===== src/sv/gea1_pkg.sv =====
// Package for the GEA-1 keystream cipher: LFSR tap constants, sequencing limits,
// configuration register indexes, the controller command struct and the nonlinear function.
// Has no dependencies; every other file in the project refers to it by scoped names.
package gea1_pkg;

  // Feedback taps of the three Galois LFSRs.
  localparam logic [30:0] TAPS_A = 31'h5D89B8D;
  localparam logic [31:0] TAPS_B = 32'hF1C0F045;
  localparam logic [32:0] TAPS_C = 33'h150E6FA24;

  // Rotation of the mix register seen by LFSRs B and C during loading.
  localparam int unsigned ROT_B = 16;
  localparam int unsigned ROT_C = 32;

  // Length of the feed into the mix register: IV, direction and key.
  localparam int unsigned FEED_W = 97;

  // Sequencing counter and the last count of each phase.
  localparam int unsigned CNT_W = 8;
  localparam logic [CNT_W-1:0] MIX_LAST  = CNT_W'(FEED_W + 128 - 1);
  localparam logic [CNT_W-1:0] LOAD_LAST = CNT_W'(63);
  localparam logic [CNT_W-1:0] KS_LAST   = CNT_W'(7);

  // Configuration register indexes.
  localparam int unsigned CFG_IDX_W = 2;
  localparam logic [CFG_IDX_W-1:0] CFG_KEY = 2'd0;
  localparam logic [CFG_IDX_W-1:0] CFG_IV  = 2'd1;
  localparam logic [CFG_IDX_W-1:0] CFG_DIR = 2'd2;

  // Commands from the controller to the datapath.
  typedef struct packed {
    logic byte_load;   // capture the accepted input byte
    logic mix_start;   // clear the mix register and load the feed
    logic mix_step;    // clock the mix register once
    logic load_step;   // clock the LFSRs with the rotating mix register
    logic fix_zero;    // force any all-zero LFSR to one
    logic ks_step;     // produce one keystream bit
    logic out_load;    // move the finished byte to the output register
  } cmd_t;

  // Nonlinear Boolean function of seven bits shared by the mixer and the keystream.
  function automatic logic nl_func(input logic [6:0] x);
    logic r;
    r = (x[0] & x[2] & x[5] & x[6]) ^ (x[0] & x[3] & x[5] & x[6]) ^ (x[0] & x[1] & x[5] & x[6]);
    r ^= (x[1] & x[2] & x[5] & x[6]) ^ (x[0] & x[2] & x[3] & x[6]) ^ (x[1] & x[3] & x[4] & x[6]);
    r ^= (x[1] & x[3] & x[5] & x[6]);
    r ^= (x[0] & x[2] & x[4]) ^ (x[0] & x[2] & x[3]) ^ (x[0] & x[1] & x[3]) ^ (x[0] & x[2] & x[6]);
    r ^= (x[0] & x[1] & x[4]) ^ (x[0] & x[1] & x[6]) ^ (x[1] & x[2] & x[6]) ^ (x[2] & x[5] & x[6]);
    r ^= (x[0] & x[3] & x[5]) ^ (x[1] & x[4] & x[6]) ^ (x[1] & x[2] & x[5]);
    r ^= (x[0] & x[3]) ^ (x[0] & x[5]) ^ (x[1] & x[3]) ^ (x[1] & x[5]) ^ (x[1] & x[6]);
    r ^= (x[0] & x[2]) ^ (x[2] & x[3]) ^ (x[2] & x[5]) ^ (x[2] & x[6]) ^ (x[4] & x[5]);
    r ^= (x[5] & x[6]);
    r ^= x[1] ^ x[2] ^ x[3] ^ x[5];
    return r;
  endfunction

endpackage


===== src/sv/gea1_if.sv =====
// Handshake channel interfaces of the GEA-1 keystream cipher: input bytes,
// output bytes and configuration writes. Depends on gea1_pkg for the index width.
interface gea1_in_if;
  logic       valid;
  logic       ready;
  logic [7:0] plain_byte;
  logic       first;
  modport source (output valid, output plain_byte, output first, input ready);
  modport sink (input valid, input plain_byte, input first, output ready);
endinterface

interface gea1_out_if;
  logic       valid;
  logic       ready;
  logic [7:0] cipher_byte;
  modport source (output valid, output cipher_byte, input ready);
  modport sink (input valid, input cipher_byte, output ready);
endinterface

interface gea1_cfg_if;
  logic                            valid;
  logic                            ready;
  logic [gea1_pkg::CFG_IDX_W-1:0]  index;
  logic [63:0]                     data;
  modport source (output valid, output index, output data, input ready);
  modport sink (input valid, input index, input data, output ready);
endinterface


===== src/sv/gea1_ctrl.sv =====
// Controller of the GEA-1 keystream cipher: sequences initialisation, LFSR
// loading and keystream generation, and owns the input and output handshakes. Depends on gea1_pkg.
module gea1_ctrl (
  input  logic            clk,
  input  logic            rst,
  input  logic            in_valid,
  input  logic            in_first,
  output logic            in_ready,
  output logic            out_valid,
  input  logic            out_ready,
  output gea1_pkg::cmd_t  cmd
);

  typedef enum logic [5:0] {
    ST_IDLE = 6'b000001,
    ST_MIX  = 6'b000010,
    ST_LOAD = 6'b000100,
    ST_FIX  = 6'b001000,
    ST_KS   = 6'b010000,
    ST_DONE = 6'b100000
  } state_t;

  state_t                      state;
  state_t                      state_next;
  logic [gea1_pkg::CNT_W-1:0]  cnt;
  logic [gea1_pkg::CNT_W-1:0]  cnt_next;
  logic                        in_beat;
  logic                        out_free;

  assign in_ready = (state == ST_IDLE);
  assign in_beat  = in_valid && in_ready;
  assign out_free = !out_valid || out_ready;

  // Next state, phase counter and commands.
  always_comb begin
    state_next = state;
    cnt_next   = cnt + 1'b1;
    cmd        = '0;
    case (state)
      ST_IDLE: begin
        cnt_next = '0;
        if (in_beat) begin
          cmd.byte_load = 1'b1;
          if (in_first) begin
            cmd.mix_start = 1'b1;
            state_next    = ST_MIX;
          end else begin
            state_next = ST_KS;
          end
        end
      end
      ST_MIX: begin
        cmd.mix_step = 1'b1;
        if (cnt == gea1_pkg::MIX_LAST) begin
          cnt_next   = '0;
          state_next = ST_LOAD;
        end
      end
      ST_LOAD: begin
        cmd.load_step = 1'b1;
        if (cnt == gea1_pkg::LOAD_LAST) begin
          cnt_next   = '0;
          state_next = ST_FIX;
        end
      end
      ST_FIX: begin
        cmd.fix_zero = 1'b1;
        cnt_next     = '0;
        state_next   = ST_KS;
      end
      ST_KS: begin
        cmd.ks_step = 1'b1;
        if (cnt == gea1_pkg::KS_LAST) begin
          cnt_next   = '0;
          state_next = ST_DONE;
        end
      end
      ST_DONE: begin
        cnt_next = '0;
        if (out_free) begin
          cmd.out_load = 1'b1;
          state_next   = ST_IDLE;
        end
      end
      default: begin
        cnt_next   = '0;
        state_next = ST_IDLE;
      end
    endcase
  end

  // State, counter and output valid registers.
  always_ff @(posedge clk) begin
    if (rst) begin
      state     <= ST_IDLE;
      cnt       <= '0;
      out_valid <= 1'b0;
    end else begin
      state <= state_next;
      cnt   <= cnt_next;
      if (cmd.out_load) begin
        out_valid <= 1'b1;
      end else if (out_ready) begin
        out_valid <= 1'b0;
      end
    end
  end

endmodule


===== src/sv/gea1_datapath.sv =====
// Datapath of the GEA-1 keystream cipher: configuration registers, the 64-bit
// mix register, the three Galois LFSRs and the byte registers. Depends on gea1_pkg.
module gea1_datapath (
  input  logic                            clk,
  input  logic                            rst,
  input  gea1_pkg::cmd_t                  cmd,
  input  logic                            cfg_valid,
  input  logic [gea1_pkg::CFG_IDX_W-1:0]  cfg_index,
  input  logic [63:0]                     cfg_data,
  input  logic [7:0]                      plain_byte,
  output logic [7:0]                      cipher_byte
);

  logic [63:0]                  cipher_key;
  logic [31:0]                  init_vector;
  logic                         direction;
  logic [63:0]                  mix_reg;
  logic [gea1_pkg::FEED_W-1:0]  feed;
  logic [30:0]                  lfsr_a;
  logic [31:0]                  lfsr_b;
  logic [32:0]                  lfsr_c;
  logic [7:0]                   work;
  logic                         mix_top;
  logic                         fb_a;
  logic                         fb_b;
  logic                         fb_c;
  logic                         ks_bit;

  // Feedback bit of the mix register, fed from the top of the feed shifter.
  assign mix_top = feed[gea1_pkg::FEED_W-1] ^ mix_reg[0] ^ gea1_pkg::nl_func({
    mix_reg[63], mix_reg[55], mix_reg[42], mix_reg[38], mix_reg[22], mix_reg[12], mix_reg[3]});

  // LFSR feedback: while loading, each takes its own tap of the rotating mix register.
  assign fb_a = lfsr_a[0] ^ (cmd.load_step & mix_reg[0]);
  assign fb_b = lfsr_b[0] ^ (cmd.load_step & mix_reg[gea1_pkg::ROT_B]);
  assign fb_c = lfsr_c[0] ^ (cmd.load_step & mix_reg[gea1_pkg::ROT_C]);

  // Keystream bit from the three LFSRs.
  assign ks_bit =
    gea1_pkg::nl_func({lfsr_a[7], lfsr_a[2], lfsr_a[25], lfsr_a[21],
                       lfsr_a[13], lfsr_a[0], lfsr_a[22]}) ^
    gea1_pkg::nl_func({lfsr_b[5], lfsr_b[21], lfsr_b[29], lfsr_b[1],
                       lfsr_b[0], lfsr_b[27], lfsr_b[12]}) ^
    gea1_pkg::nl_func({lfsr_c[4], lfsr_c[0], lfsr_c[19], lfsr_c[3],
                       lfsr_c[32], lfsr_c[30], lfsr_c[10]});

  // Configuration registers; writes to an unused index are dropped.
  always_ff @(posedge clk) begin
    if (rst) begin
      cipher_key  <= '0;
      init_vector <= '0;
      direction   <= 1'b0;
    end else if (cfg_valid) begin
      case (cfg_index)
        gea1_pkg::CFG_KEY: cipher_key  <= cfg_data;
        gea1_pkg::CFG_IV:  init_vector <= cfg_data[31:0];
        gea1_pkg::CFG_DIR: direction   <= cfg_data[0];
        default: ;
      endcase
    end
  end

  // Mix register and feed shifter. During loading the mix register rotates right,
  // so after 64 steps it stands as it did at the end of mixing.
  always_ff @(posedge clk) begin
    if (rst) begin
      mix_reg <= '0;
    end else if (cmd.mix_start) begin
      mix_reg <= '0;
    end else if (cmd.mix_step) begin
      mix_reg <= {mix_top, mix_reg[63:1]};
    end else if (cmd.load_step) begin
      mix_reg <= {mix_reg[0], mix_reg[63:1]};
    end
  end

  always_ff @(posedge clk) begin
    if (cmd.mix_start) begin
      feed <= {init_vector, direction, cipher_key};
    end else if (cmd.mix_step) begin
      feed <= {feed[gea1_pkg::FEED_W-2:0], 1'b0};
    end
  end

  // Keystream LFSRs: cleared when initialisation starts, loaded, fixed, then stepped.
  always_ff @(posedge clk) begin
    if (rst || cmd.mix_start) begin
      lfsr_a <= '0;
      lfsr_b <= '0;
      lfsr_c <= '0;
    end else if (cmd.load_step || cmd.ks_step) begin
      lfsr_a <= (lfsr_a >> 1) ^ (fb_a ? gea1_pkg::TAPS_A : 31'd0);
      lfsr_b <= (lfsr_b >> 1) ^ (fb_b ? gea1_pkg::TAPS_B : 32'd0);
      lfsr_c <= (lfsr_c >> 1) ^ (fb_c ? gea1_pkg::TAPS_C : 33'd0);
    end else if (cmd.fix_zero) begin
      if (lfsr_a == '0) lfsr_a <= 31'd1;
      if (lfsr_b == '0) lfsr_b <= 32'd1;
      if (lfsr_c == '0) lfsr_c <= 33'd1;
    end
  end

  // Working byte: each step XORs the low bit with the keystream and rotates it in
  // at the top, so the first keystream bit ends in the least significant bit.
  always_ff @(posedge clk) begin
    if (cmd.byte_load) begin
      work <= plain_byte;
    end else if (cmd.ks_step) begin
      work <= {work[0] ^ ks_bit, work[7:1]};
    end
  end

  // Output register holds a finished byte until it is taken.
  always_ff @(posedge clk) begin
    if (cmd.out_load) begin
      cipher_byte <= work;
    end
  end

endmodule


===== src/sv/gea1_keystream_cipher.sv =====
// GEA-1 byte stream cipher. Each accepted byte leaves XORed with eight keystream
// bits, the first in the least significant bit. A byte without the first flag is
// accepted, takes one keystream bit per clock from the three LFSRs, and is then
// moved to the output register once that register is free. A byte flagged first
// first reinitialises the cipher from the key, IV and direction registers: mixing,
// LFSR loading and a zero fix-up of any all-zero LFSR, before the keystream steps.
// The mixer and LFSRs are clocked one bit per cycle. A new byte is accepted while
// the previous result still waits in the output register.
// Configuration writes are always taken and act at the next byte flagged first.
// Top level; depends on gea1_pkg, gea1_if, gea1_ctrl and gea1_datapath.
module gea1_keystream_cipher (
  input logic        clk,
  input logic        rst,
  gea1_in_if.sink    in_ch,
  gea1_out_if.source out_ch,
  gea1_cfg_if.sink   cfg
);

  gea1_pkg::cmd_t cmd;

  assign cfg.ready = 1'b1;

  // Sequencer and handshakes.
  gea1_ctrl u_ctrl (
    .clk       (clk),
    .rst       (rst),
    .in_valid  (in_ch.valid),
    .in_first  (in_ch.first),
    .in_ready  (in_ch.ready),
    .out_valid (out_ch.valid),
    .out_ready (out_ch.ready),
    .cmd       (cmd)
  );

  // Cipher state and byte path.
  gea1_datapath u_datapath (
    .clk         (clk),
    .rst         (rst),
    .cmd         (cmd),
    .cfg_valid   (cfg.valid),
    .cfg_index   (cfg.index),
    .cfg_data    (cfg.data),
    .plain_byte  (in_ch.plain_byte),
    .cipher_byte (out_ch.cipher_byte)
  );

`ifndef SYNTHESIS
  // Only one byte is in work at a time.
  a_one_in_work: assert property (@(posedge clk) disable iff (rst)
    (in_ch.valid && in_ch.ready) |=> !in_ch.ready)
    else $error("input accepted while a byte is in work");

  // A pending result is never overwritten.
  a_no_overwrite: assert property (@(posedge clk) disable iff (rst)
    cmd.out_load |-> (!out_ch.valid || out_ch.ready))
    else $error("output register loaded over an untaken result");

  // Mixing, loading and keystream stepping never overlap.
  a_phases_exclusive: assert property (@(posedge clk) disable iff (rst)
    $onehot0({cmd.mix_step, cmd.load_step, cmd.ks_step, cmd.fix_zero}))
    else $error("datapath phases overlap");

  // A byte without the first flag goes straight to keystream generation.
  a_skip_init: assert property (@(posedge clk) disable iff (rst)
    (in_ch.valid && in_ch.ready && !in_ch.first) |=> cmd.ks_step)
    else $error("byte without first flag did not start keystream");
`endif

endmodule

===== src/flat_wrapper.sv =====
// flat-port wrapper written by rule: the top's interface ports become plain ports
module gea1_keystream_cipher_flat 
  (clk, rst, in_ch_valid, in_ch_plain_byte, in_ch_first, in_ch_ready, out_ch_valid, out_ch_cipher_byte, out_ch_ready, cfg_valid, cfg_index, cfg_data, cfg_ready);
  gea1_in_if in_ch_i ();
  gea1_out_if out_ch_i ();
  gea1_cfg_if cfg_i ();
  input logic clk;
  input logic rst;
  input wire logic [$bits(in_ch_i.valid)-1:0] in_ch_valid;
  input wire logic [$bits(in_ch_i.plain_byte)-1:0] in_ch_plain_byte;
  input wire logic [$bits(in_ch_i.first)-1:0] in_ch_first;
  output wire logic [$bits(in_ch_i.ready)-1:0] in_ch_ready;
  output wire logic [$bits(out_ch_i.valid)-1:0] out_ch_valid;
  output wire logic [$bits(out_ch_i.cipher_byte)-1:0] out_ch_cipher_byte;
  input wire logic [$bits(out_ch_i.ready)-1:0] out_ch_ready;
  input wire logic [$bits(cfg_i.valid)-1:0] cfg_valid;
  input wire logic [$bits(cfg_i.index)-1:0] cfg_index;
  input wire logic [$bits(cfg_i.data)-1:0] cfg_data;
  output wire logic [$bits(cfg_i.ready)-1:0] cfg_ready;
  assign in_ch_i.valid = in_ch_valid;
  assign in_ch_i.plain_byte = in_ch_plain_byte;
  assign in_ch_i.first = in_ch_first;
  assign in_ch_ready = in_ch_i.ready;
  assign out_ch_valid = out_ch_i.valid;
  assign out_ch_cipher_byte = out_ch_i.cipher_byte;
  assign out_ch_i.ready = out_ch_ready;
  assign cfg_i.valid = cfg_valid;
  assign cfg_i.index = cfg_index;
  assign cfg_i.data = cfg_data;
  assign cfg_ready = cfg_i.ready;
  gea1_keystream_cipher u_core (.clk(clk), .rst(rst), .in_ch(in_ch_i), .out_ch(out_ch_i), .cfg(cfg_i));
endmodule

===== config.mk =====
export PLATFORM = sky130hd
export DESIGN_NAME = gea1_keystream_cipher_flat
export DESIGN_NICKNAME = d
export VERILOG_FILES = /design/src/sv/gea1_pkg.sv /design/src/sv/gea1_if.sv /design/src/sv/gea1_ctrl.sv /design/src/sv/gea1_datapath.sv /design/src/sv/gea1_keystream_cipher.sv /design/src/flat_wrapper.sv
export SDC_FILE = /design/constraint.sdc
export NUM_CORES = 1
export LEC_CHECK = 0
export BUFFER_PORTS_ARGS = -buffer_cell sky130_fd_sc_hd__clkbuf_2
export CAP_MARGIN = 20
export CORE_ASPECT_RATIO = 0.6
export CORE_MARGIN = 4
export CORE_UTILIZATION = 50
export CTS_BUF_LIST = sky130_fd_sc_hd__clkbuf_4 sky130_fd_sc_hd__clkbuf_8
export DETAILED_ROUTE_END_ITERATION = 7
export PLACE_DENSITY = 0.77
export SYNTH_ARGS = -nofsm -noshare
export SYNTH_HDL_FRONTEND = slang
export SYNTH_HIERARCHICAL = 1
export SYNTH_SLANG_ARGS = --single-unit

===== constraint.sdc =====
create_clock -name clk -period 8.1 [get_ports clk]
set_input_delay 0.81 -clock clk [delete_from_list [all_inputs] [get_ports clk]]
set_output_delay 0.81 -clock clk [all_outputs]
set_load 0.01 [all_outputs]

; ---- After elaboration in Yosys (flattened, before gate mapping)
; Cells that the tools add are included.
[totals]
word_cells = 381
output_inout_bits = 11
input_bits = 80
register_bits = 385
[op_classes]
n_mux = 40
eq_ne = 16
add_sub_neg = 1
n_reduce_logical = 25
n_bitwise = 286
[op_table]
columns = operator, n
row1 = 97-bit two-way mux, 2
row2 = 1-bit bitwise AND, 147
row3 = 1-bit XOR, 136
row4 = 33-bit two-way mux, 4
row5 = 32-bit two-way mux, 4
row6 = 64-bit two-way mux, 2
row7 = 31-bit two-way mux, 3
row8 = 8-bit two-way mux, 5
row9 = 6-bit one-hot mux with 6 select lines, 1
row10 = 33-bit zero test, 1
row11 = 32-bit by 33-bit XOR with 33-bit output, 1
row12 = 32-bit zero test, 1
row13 = 31-bit by 32-bit XOR with 32-bit output, 1
row14 = 31-bit zero test, 1
row15 = 6-bit two-way mux, 5
row16 = 30-bit by 27-bit XOR with 30-bit output, 1
row17 = 27-bit two-way mux, 1
row18 = 8-bit one-hot mux with 3 select lines, 1
row19 = 2-bit nonzero test, 8
row20 = 2-bit AND reduction, 6
row21 = 1-bit two-way mux, 9
row22 = 8-bit by 1-bit adder with 8-bit output (second input constant), 1
row23 = 8-bit by 3-bit == test with 1-bit output (second input constant), 1
row24 = 8-bit by 6-bit == test with 1-bit output (second input constant), 1
row25 = 19 further kinds, 25

; ---- Depth between registers and ports, before layout
; Gate-level depths: netlist of the first run.
[depth]
word_depth = 19
depth_mapped = 11

; ---- By module
; The synthesis of the first run kept the hierarchy.
[modules_own_cells]
columns = mod, seq_area_each_um2, n_inst, area_each_um2, cells_each
row1 = gea1_datapath, 8458.1, 1, 15497.4, 1616
row2 = gea1_ctrl, 300.3, 1, 893.4, 106
row3 = gea1_keystream_cipher, 0.0, 1, 11.3, 2

; ---- Worst setup path after synthesis of the first run
; No wires, ideal clock.
[synth_timing]
kind = reg2reg
from = register u_core.u_ctrl.state[5]
to = register u_core/u_datapath/feed[0] (netlist bit) (enable)
path_buffers = 3
setup_slack_ns = 4.353
t_arrival_ns = 3.333
path_stages_with_launch = 9
path_cell_list = dfxtp_1 > nor4_1 > nand3b_1 > inv_1 > and3_1 > clkbuf_1 > clkbuf_1 > buf_1 > or2_2
[synth_lines]
columns = item, line_no
row1 = from (decl), gea1_ctrl.sv:23  ; state_t state;
row2 = from (signal assigned), gea1_ctrl.sv:99  ; state <= state_next;
row3 = to (signal assigned), gea1_datapath.sv:79  ; feed <= {init_vector, direction, cipher_key};
row4 = to (signal assigned), gea1_datapath.sv:81  ; feed <= {feed[gea1_pkg::FEED_W-2:0], 1'b0};
row5 = to (decl), gea1_datapath.sv:18  ; logic [gea1_pkg::FEED_W-1:0] feed;

==> results_dict.tcl, run 1 <==
set metrics [dict create \
    status "complete, no violations" \
    routed-wl-met3_mm 2.06 \
    min_period_over_period 0.408 \
    hold_violations 0 \
    yosysSeqAreaShare 0.534 \
    dp_cells 2115 \
    drtAntennaViolNets 0 \
    grt.overflow.total 0 \
    core-area_um2 32400 \
    path_class "reg -> reg" \
    yosysUniqueCellTypes 67 \
    hold_buffers 0 \
    grt_pass1_wl_mm 56.8 \
    drc 0 \
    drt_pre_antenna_iters 5 \
    die_x_um 242 \
    numCtsBuffers 53 \
    antenna_found_initial 0 \
    via_per_inst 5.49 \
    synth_top_area_cell "dfxtp_1" \
    hp-class "in -> reg" \
    power.leakage_uw 0.00620 \
    syn_nets 1810 \
    post_cts_buffers 0 \
    finalPower_uw 4620 \
    dp_slack_ns 4.78 \
    relSlewSlack 0.265 \
    fin_crit_ns 3.30 \
    clock_latency_ns 0.61 \
    clock_skew_ns 0.0215 \
    cts_sinks 381 \
    synth_edf_count 113 \
    root_buffer "clkbuf_8" \
    start_util 0.506 \
    cts_resized 0 \
    setup-tns-final_ns 0 \
    dieArea_um2 35900 \
    drt-total-wl_mm 34.8 \
    setup_violations 0 \
    yosys_register_bits 381 \
    cts_buffer_depth 3 \
    power_density_nw_per_um2 254 \
    grtUsageTotal 0.186 \
    yosysTopAreaCellShare 0.327 \
    critical_path_required_ns 8.53 \
    grt_pass1_vias 11500 \
    wl_met1_mm 17.1 \
    setup_slack_ns 4.80 \
    portBuffers 89 \
    peakVddDrop_mv 0.144 \
    highest_layer "met4" \
    htreeDepth 2 \
    max_freq_mhz 303 \
    syn-mean-instance-area_um2 9.51 \
    worst_pin_slew_ns 1.10 \
    fin_cells 2219 \
    critPathMaxFanout 106 \
    drt_iter0_drc 1000 \
    n_antenna_cell 0 \
    nets 1838 \
    yosys-top-cells-area "dfxtp_1 33%, edfxtp_1 21%, nand2_1 8.9%" \
    cts_tree "built" \
    path_clk_slew_ns 0.07 \
    route.met2.wl_mm 15.1 \
    synth-main-ff-cell "dfxtp_1" \
    boundaryPins 91 \
    maxCapViolCount 0 \
    hpwl_mm 21.4 \
    die_y_um 148 \
    drive_gt1_frac 0.184 \
    ys_async_sr_fraction 0 \
    postSynthCellCount 1724 \
    end_kind "flop" \
    cp-start-kind "flop" \
    arrival_ns 3.74 \
    grt_start_max_net_pins 107 \
    wl_per_cell_um 15.7 \
    largest_reg_flops 97 \
    num_rows 51 \
    globalplace.congestion 0.779 \
    synth_area_um2 16400 \
    syn2layout_area_growth_pct 11.1 \
    slew_violations 0 \
    rsz0062_at_grt "false" \
    synth_warnings 6 \
    num_vias 12200 \
]
## metrics by stage
step / util / hold WS, ns / area (um^2)
detailed placement: 0.524 / 0.436 / 17000
global route: 0.562 / 0.371 / 18200
global placement: 0.524 / 0.424 / 17000
floorplan: - / 0.422 / 16400
CTS: 0.559 / 0.362 / 18100
finish: 0.562 / 0.410 / 18200
## synth_stat cells, drive strengths merged, types with 2 or more instances
cell,n
and2,5
xor2,20
nor3b,7
edfxtp,113
o311ai,2
nor2,124
nand2,389
clkbuf,102
buf,32
xnor2,86
o21ai,24
nor4,21
a21oi,201
nor3,7
a211oi,3
or2,7
nand4,6
nor2b,9
inv,17
or3,2
xnor3,2
mux2i,11
nand3,18
a311oi,3
and3,2
ha,6
o22ai,2
a21o,2
nand2b,10
a41oi,3
a221oi,5
a31oi,7
a211o,3
mux2,106
nor4b,4
o211ai,2
and4,2
a22oi,72
dfxtp,268
nand3b,6
## area by class of cell
cell class,instances,area (um^2)
clock buffers,74,937
clock inverters,24,210
fillers,2806,14200
inverters,17,63.8
multi-input cells,1192,7100
flip-flops and latches,381,8760
well taps,424,531
repair buffers,107,633
## layer usage
metal | track usage | up-vias
li1 | - | 5983
met1 | 0.280 | 5823
met2 | 0.276 | 337
met3 | 0.0375 | 48
met4 | 0.0499 | 0
met5 | 0 | -
## power by group
group	switching, uW	internal [uW]	leakage [uW]
Combinational	423	316	0.00237
Sequential	73.9	2220	0.00322
Clock	736	852	0.000610
## worst paths after layout
check	from	endpoint	slack [ns]	cells after the start
worst max-delay path	u_core/u_ctrl/state[2]	u_core/u_datapath/mix_reg[28]	4.80	7
worst min-delay path	cfg_data[52]	u_core/u_datapath/cipher_key[52]	0.41	3
worst max register to register	u_core/u_ctrl/state[2]	u_core/u_datapath/mix_reg[28]	4.80	7
worst min register to register	u_core/u_datapath/mix_reg[51]	u_core/u_datapath/mix_reg[50]	0.44	2
## cell usage in the layout (no fill, tap or decap), types with 7 or more instances in the layout
cell type	n
edfxtp_1	113
nor2b_1	8
a21oi_1	200
a22oi_1	72
mux2i_1	11
mux2_2	105
nand2b_1	10
clkbuf_2	88
inv_1	16
buf_4	13
clkinv_2	9
nor2_1	122
nand3_1	18
dfxtp_1	268
nand2_1	389
nor4_1	19
o21ai_0	18
a31oi_1	7
clkbuf_8	61
clkbuf_4	13
clkinv_1	8
xor2_1	20
xnor2_1	82
nor3_1	7
## critical path, cell delays in order, from the launching register on
cell and delay, ns:
dfxtp_1 0.38, nor4_1 0.41, nand3b_1 0.19, inv_1 0.15, and3_4 0.38, or2_4 0.57, buf_4 0.90, a21oi_1 0.11
## cell families (layout without fill, tap and decap cells)
| family | after synthesis | count (layout) | share of synthesized area |
|---|---|---|---|
| AOI/OAI and AO/OA | 338 | 338 | 0.123 |
| adders and majority gates | 6 | 6 | 0.00458 |
| DFF | 381 | 381 | 0.534 |
| buffers and inverters | 151 | 222 | 0.0372 |
| and+or+nand+nor | 622 | 622 | 0.161 |
| other | 1 | 1 | 0.000229 |
| muxes | 117 | 117 | 0.0797 |
| xor gates and xnor gates | 108 | 108 | 0.0603 |
Power figures use the tool's default switching activity.
==> run 2, diff against run 1 <==
clock period = 3.3 ns   (was 8.1 ns; I/O delays follow)
==> run 2 against run 1 <==
Effect of this change:
- total power grew to 2.6 times the previous value
- design area increased by 5.8%
- worst hold slack lost 0.32 ns
- critical path depth rose by 2
- clock skew grew 0.023 ns
- clock power grew to 2.6 times the previous value
- critical endpoint is now u_core/u_datapath/work[7]
- highest routed layer unchanged
==> results_dict.tcl, run 2 (synthesis results as in run 1) <==
set metrics [dict create \
    max_freq_mhz 333 \
    grt_pass1_vias 12200 \
    hpwl_mm 22.4 \
    nets 1940 \
    cts_resized 0 \
    cts_sinks 381 \
    portBuffers 89 \
    arrival_ns 3.38 \
    grt.overflow.total 0 \
    worst_pin_slew_ns 0.770 \
    nFillCells 2620 \
    dieArea_um2 35900 \
    drt_iter0_drc 1053 \
    cts_buffer_depth 3 \
    numCtsBuffers 55 \
    hp-class "in -> reg" \
    maxCapViolCount 0 \
    grtUsageTotal 0.199 \
    hold_violations 0 \
    rr_startpoint "u_core/u_datapath/lfsr_a[21]" \
    via_per_inst 5.43 \
    path_clk_slew_ns 0.07 \
    die_y_um 148 \
    htreeDepth 2 \
    hold-path-endpoint "u_core/u_ctrl/out_valid" \
    globalplace.congestion 0.828 \
    root_buffer "clkbuf_8" \
    crit_buf_inv 0 \
    critical_path_required_ns 3.68 \
    r2r_slack_ns 0.30 \
    setup-tns-final_ns 0 \
    drt_pre_antenna_iters 6 \
    hp-start "out_ch_ready" \
    slew_violations 0 \
    boundaryPins 91 \
    grt_pass1_wl_mm 60.9 \
    reg2reg_to "u_core/u_datapath/work[7]" \
    hold_depth 3 \
    drc 0 \
    power.leakage_uw 0.00670 \
    relSlewSlack 0.486 \
    n_antenna_cell 0 \
    hold_buffers 73 \
    drtAntennaViolNets 0 \
    whs_ns 0.0863 \
    wl_per_cell_um 15.6 \
    num_vias 12600 \
    path_class "reg -> reg" \
    clock_latency_ns 0.64 \
    end_kind "flop" \
    core-area_um2 32400 \
    power_density_nw_per_um2 613 \
    cp_top_family "XOR/XNOR gates" \
    num_rows 51 \
    fin_crit_ns 3.00 \
    max_stage_delay_ns 0.66 \
    cp-start-kind "flop" \
    min_period_over_period 0.909 \
    cts_tree "built" \
    critPathMaxFanout 16 \
    peakVddDrop_mv 0.392 \
    mostFrequentLayoutCell "nand2_1" \
    antenna_found_initial 0 \
    worstPathCellList "or2_1 -> o21ai_1 -> a32o_1 -> a21oi_1 -> xnor2_1 -> xnor3_1 -> xnor2_1 -> xnor3_1 -> mux2_2" \
    setup_violations 0 \
    timing.critical_path.slowest_stage_cell "dfxtp_1" \
    syn2layout_area_growth_pct 17.6 \
    status "complete, no violations" \
    drt-total-wl_mm 36.3 \
    reg2reg_depth 9 \
    clock_skew_ns 0.0448 \
    start_util 0.506 \
    rsz0062_at_grt "false" \
    largest_reg_flops 97 \
    critical_path_depth 9 \
    final_cell_mix "389 x nand2_1, 268 x dfxtp_1, 200 x a21oi_1, 123 x nor2_1, 113 x edfxtp_1" \
    drive_gt1_frac 0.192 \
    die_x_um 242 \
    grt_start_max_net_pins 66 \
    post_cts_buffers 0 \
]
[run 2: through the flow]
step                setup slack [ns]  cells  power, uW  area, um^2  utilization
floorplan                     0.0283   1724       7070       16400            -
global placement               0.401   2148       7550       17300        0.534
detailed placement             0.358   2148       7620       17300        0.534
CTS                            0.323   2324      11900       19300        0.595
global route                   0.157   2324      12300       19300        0.595
finish                         0.301   2324      11800       19300        0.595
[run 2: per-layer routing]
layer  up-vias  GRT usage  part of all wire
met4         0     0.0455             0.014
met2       397      0.311              0.44
li1       6201          -                 -
met1      5968      0.287              0.48
met3        49     0.0418             0.064
met5         -          0                 0
[run 2: where the power goes]
part / total, uW / internal [uW] / switching [uW]
combinational: 2000 / 895 / 1100
clock: 4210 / 2330 / 1880
sequential: 5620 / 5450 / 168
[run 2: how the worst max path moves through the flow]
| stage | startpoint | end | slack, ns |
|---|---|---|---|
| CTS | u_core/u_datapath/lfsr_b[1] | u_core/u_datapath/work[7] | 0.32 |
| global route | u_core/u_datapath/lfsr_b[1] | u_core/u_datapath/work[7] | 0.16 |
| detailed placement | u_core/u_datapath/lfsr_b[1] | u_core/u_datapath/work[7] | 0.36 |
| finish | u_core/u_datapath/lfsr_a[21] | u_core/u_datapath/work[7] | 0.30 |
| global placement | u_core/u_datapath/lfsr_b[1] | u_core/u_datapath/work[7] | 0.40 |
| floorplan | u_core/u_ctrl/state[5] | u_core/u_datapath/feed[0] | 0.03 |
[run 2: area by class of cell]
type	instances	area [um^2]	share of cell area
Multi-Input combinational cell	1192	7090	0.368
Clock buffer	85	1070	0.0555
Sequential cell	381	8760	0.454
Clock inverter	18	193	0.00999
Timing Repair Buffer	207	1580	0.0819
Inverter	17	63.8	0.00331
Tap cell	424	531	0.0275
[run 2: worst reg2reg max path, cell delays in order, from the launching register on]
cell and delay (ns):
dfxtp_1 0.66, or2_1 0.25, o21ai_1 0.09, a32o_1 0.28
a21oi_1 0.18, xnor2_1 0.16, xnor3_1 0.28, xnor2_1 0.17
xnor3_1 0.42, mux2_2 0.26
==> run 3, diff against run 2 <==
CORE_UTILIZATION = 40   (was 50)
MAX_ROUTING_LAYER = met4   (was unset)
PLACE_DENSITY = 0.66   (was 0.77)
==> run 3 against run 2 <==
Effect of this change:
- final cell count rose by 4.6%
- setup slack improved by 0.031 ns
- sequential share of layout area fell by 0.39 points
- clock skew rose by 0.0069 ns
- critical path depth rose by 2
- via count fell by 2.5%
- routed wire length fell by 1.1%
- core utilization fell by 11 points
- critical endpoint is now u_core/u_datapath/lfsr_c[11]
- largest cell class unchanged
==> results_dict.tcl, run 3 (synthesis results as in run 1) <==
set metrics [dict create \
    status "complete, no violations" \
    drt_iter0_drc 1097 \
    final_cell_mix "389 x nand2_1, 268 x dfxtp_1, 200 x a21oi_1, 123 x nor2_1, 113 x edfxtp_1" \
    end_kind "flop" \
    die_y_um 165 \
    power_frac_comb 0.170 \
    p_sw_uw 3130 \
    drtAntennaViolNets 0 \
    num_vias 12300 \
    num_rows 57 \
    arrival_ns 3.44 \
    hpwl_mm 22.4 \
    grtUsageTotal 0.166 \
    slew_violations 0 \
    max_freq_mhz 337 \
    relSlewSlack 0.275 \
    cts_resized 0 \
    die_x_um 269 \
    hp-start "cfg_valid" \
    cts_sinks 381 \
    antenna_found_initial 0 \
    clkPwrFrac 0.355 \
    hold_depth 4 \
    cp-startpoint "u_core/u_ctrl/state[0]" \
    wl_per_cell_um 14.8 \
    boundaryPins 91 \
    min_period_over_period 0.900 \
    power_density_nw_per_um2 608 \
    mostFrequentLayoutCell "nand2_1" \
    portBuffers 89 \
    largest_reg_flops 97 \
    via_per_inst 5.06 \
    grt_pass1_vias 11900 \
    p_seq_frac 0.474 \
    clock_latency_ns 0.63 \
    hold-path-endpoint "u_core/u_datapath/direction" \
    setup_slack_ns 0.332 \
    p_int_uw 8710 \
    clock_skew_ns 0.0517 \
    setup_violations 0 \
    hp-class "in -> reg" \
    globalplace.congestion 0.828 \
    fin_crit_ns 2.97 \
    drt_pre_antenna_iters 5 \
    reg2reg_depth 11 \
    start_util 0.405 \
    nFillCells 3731 \
    reg2reg_to "u_core/u_datapath/lfsr_c[11]" \
    htreeDepth 2 \
    dp_slack_ns 0.451 \
    critPathMaxFanout 16 \
    root_buffer "clkbuf_8" \
    cp-start-kind "flop" \
    power.leakage_uw 0.00670 \
    grt.overflow.total 0 \
    n_antenna_cell 0 \
    critical_path_required_ns 3.77 \
    maxCapViolCount 0 \
    drive_gt1_frac 0.190 \
    path_clk_slew_ns 0.07 \
    grt_pass1_wl_mm 60.8 \
    p_sw_frac 0.264 \
    syn2layout_area_growth_pct 18.6 \
    setup-tns-final_ns 0 \
    rsz0062_at_grt "false" \
    worst_pin_slew_ns 1.09 \
    dieArea_um2 44400 \
    cts_buffer_depth 3 \
    r2r_slack_ns 0.33 \
    cts_tree "built" \
    core-area_um2 40500 \
    drt-total-wl_mm 35.9 \
    drc 0 \
    peakVddDrop_mv 0.335 \
    numCtsBuffers 55 \
    rr_startpoint "u_core/u_ctrl/state[0]" \
    path_class "reg -> reg" \
    nets 1938 \
    hold_violations 0 \
    grt_start_max_net_pins 70 \
]
run 3: area by class of cell:
| class | count | area [um^2] | area share |
|---|---|---|---|
| clock buffers | 83 | 1040 | 0.0533 |
| multi-input cells | 1192 | 7100 | 0.365 |
| flip-flops and latches | 381 | 8760 | 0.450 |
| inverters | 17 | 63.8 | 0.00328 |
| well taps | 531 | 664 | 0.0342 |
| repair buffers | 205 | 1600 | 0.0824 |
| clock inverters | 21 | 228 | 0.0117 |
run 3: critical path, cell delays in order (launching register included):
cell and delay, ns:
dfxtp_1 0.36, nor2_1 0.25, nand2_1 0.11, nor3b_1 0.22, buf_4 0.19, nor4b_1 0.38, nand3_1 0.14, nor2_1 0.17
a41oi_2 0.37, buf_4 0.34, a22oi_1 0.21, nor2_1 0.05
run 3: repair_timing:
| item | CTS | global route |
|---|---|---|
| hold endpoints to repair | 107 | 0 |
| hold buffers | 74 | 0 |
| setup buffers | 0 | 0 |
| setup endpoints to repair | 0 | 0 |
run 3: per-stage QoR:
step | hold slack, ns | power, uW | instance area, um^2 | utilization | instances
after CTS | 0.0535 | 12000 | 19500 | 0.480 | 2430
after floorplan | 0.422 | 7070 | 16400 | - | 1724
final | 0.102 | 11800 | 19500 | 0.480 | 2430
after global routing | 0.129 | 12400 | 19500 | 0.480 | 2430
after detailed placement | 0.432 | 7650 | 17500 | 0.431 | 2252
after global placement | 0.433 | 7600 | 17500 | 0.431 | 2252
run 3: worst max-delay path by stage:
stage,endpoint,cells past startpoint,slack (ns)
2_1_floorplan,u_core/u_datapath/feed[0],8,0.03
3_3_place_gp,u_core/u_datapath/work[7],10,0.49
3_5_place_dp,u_core/u_datapath/lfsr_c[15],11,0.45
4_1_cts,u_core/u_datapath/lfsr_c[17],11,0.38
5_1_grt,u_core/u_datapath/lfsr_c[17],11,0.06
6_report,u_core/u_datapath/lfsr_c[11],11,0.33
run 3: power groups by stage:
stage	combinational, uW	clock [uW]	sequential [uW]
2_1_floorplan	1420	0	5640
3_3_place_gp	1900	0	5700
3_5_place_dp	1940	0	5710
4_1_cts	2020	4350	5620
5_1_grt	2200	4600	5660
6_report	2010	4210	5610
run 3: per-layer routing:
layer | vias up | part of all wire | track usage
li1 | 6186 | - | -
met1 | 5789 | 0.52 | 0.245
met2 | 281 | 0.41 | 0.238
met3 | 48 | 0.052 | 0.0302
met4 | 0 | 0.014 | 0.0370
met5 | - | 0 | -
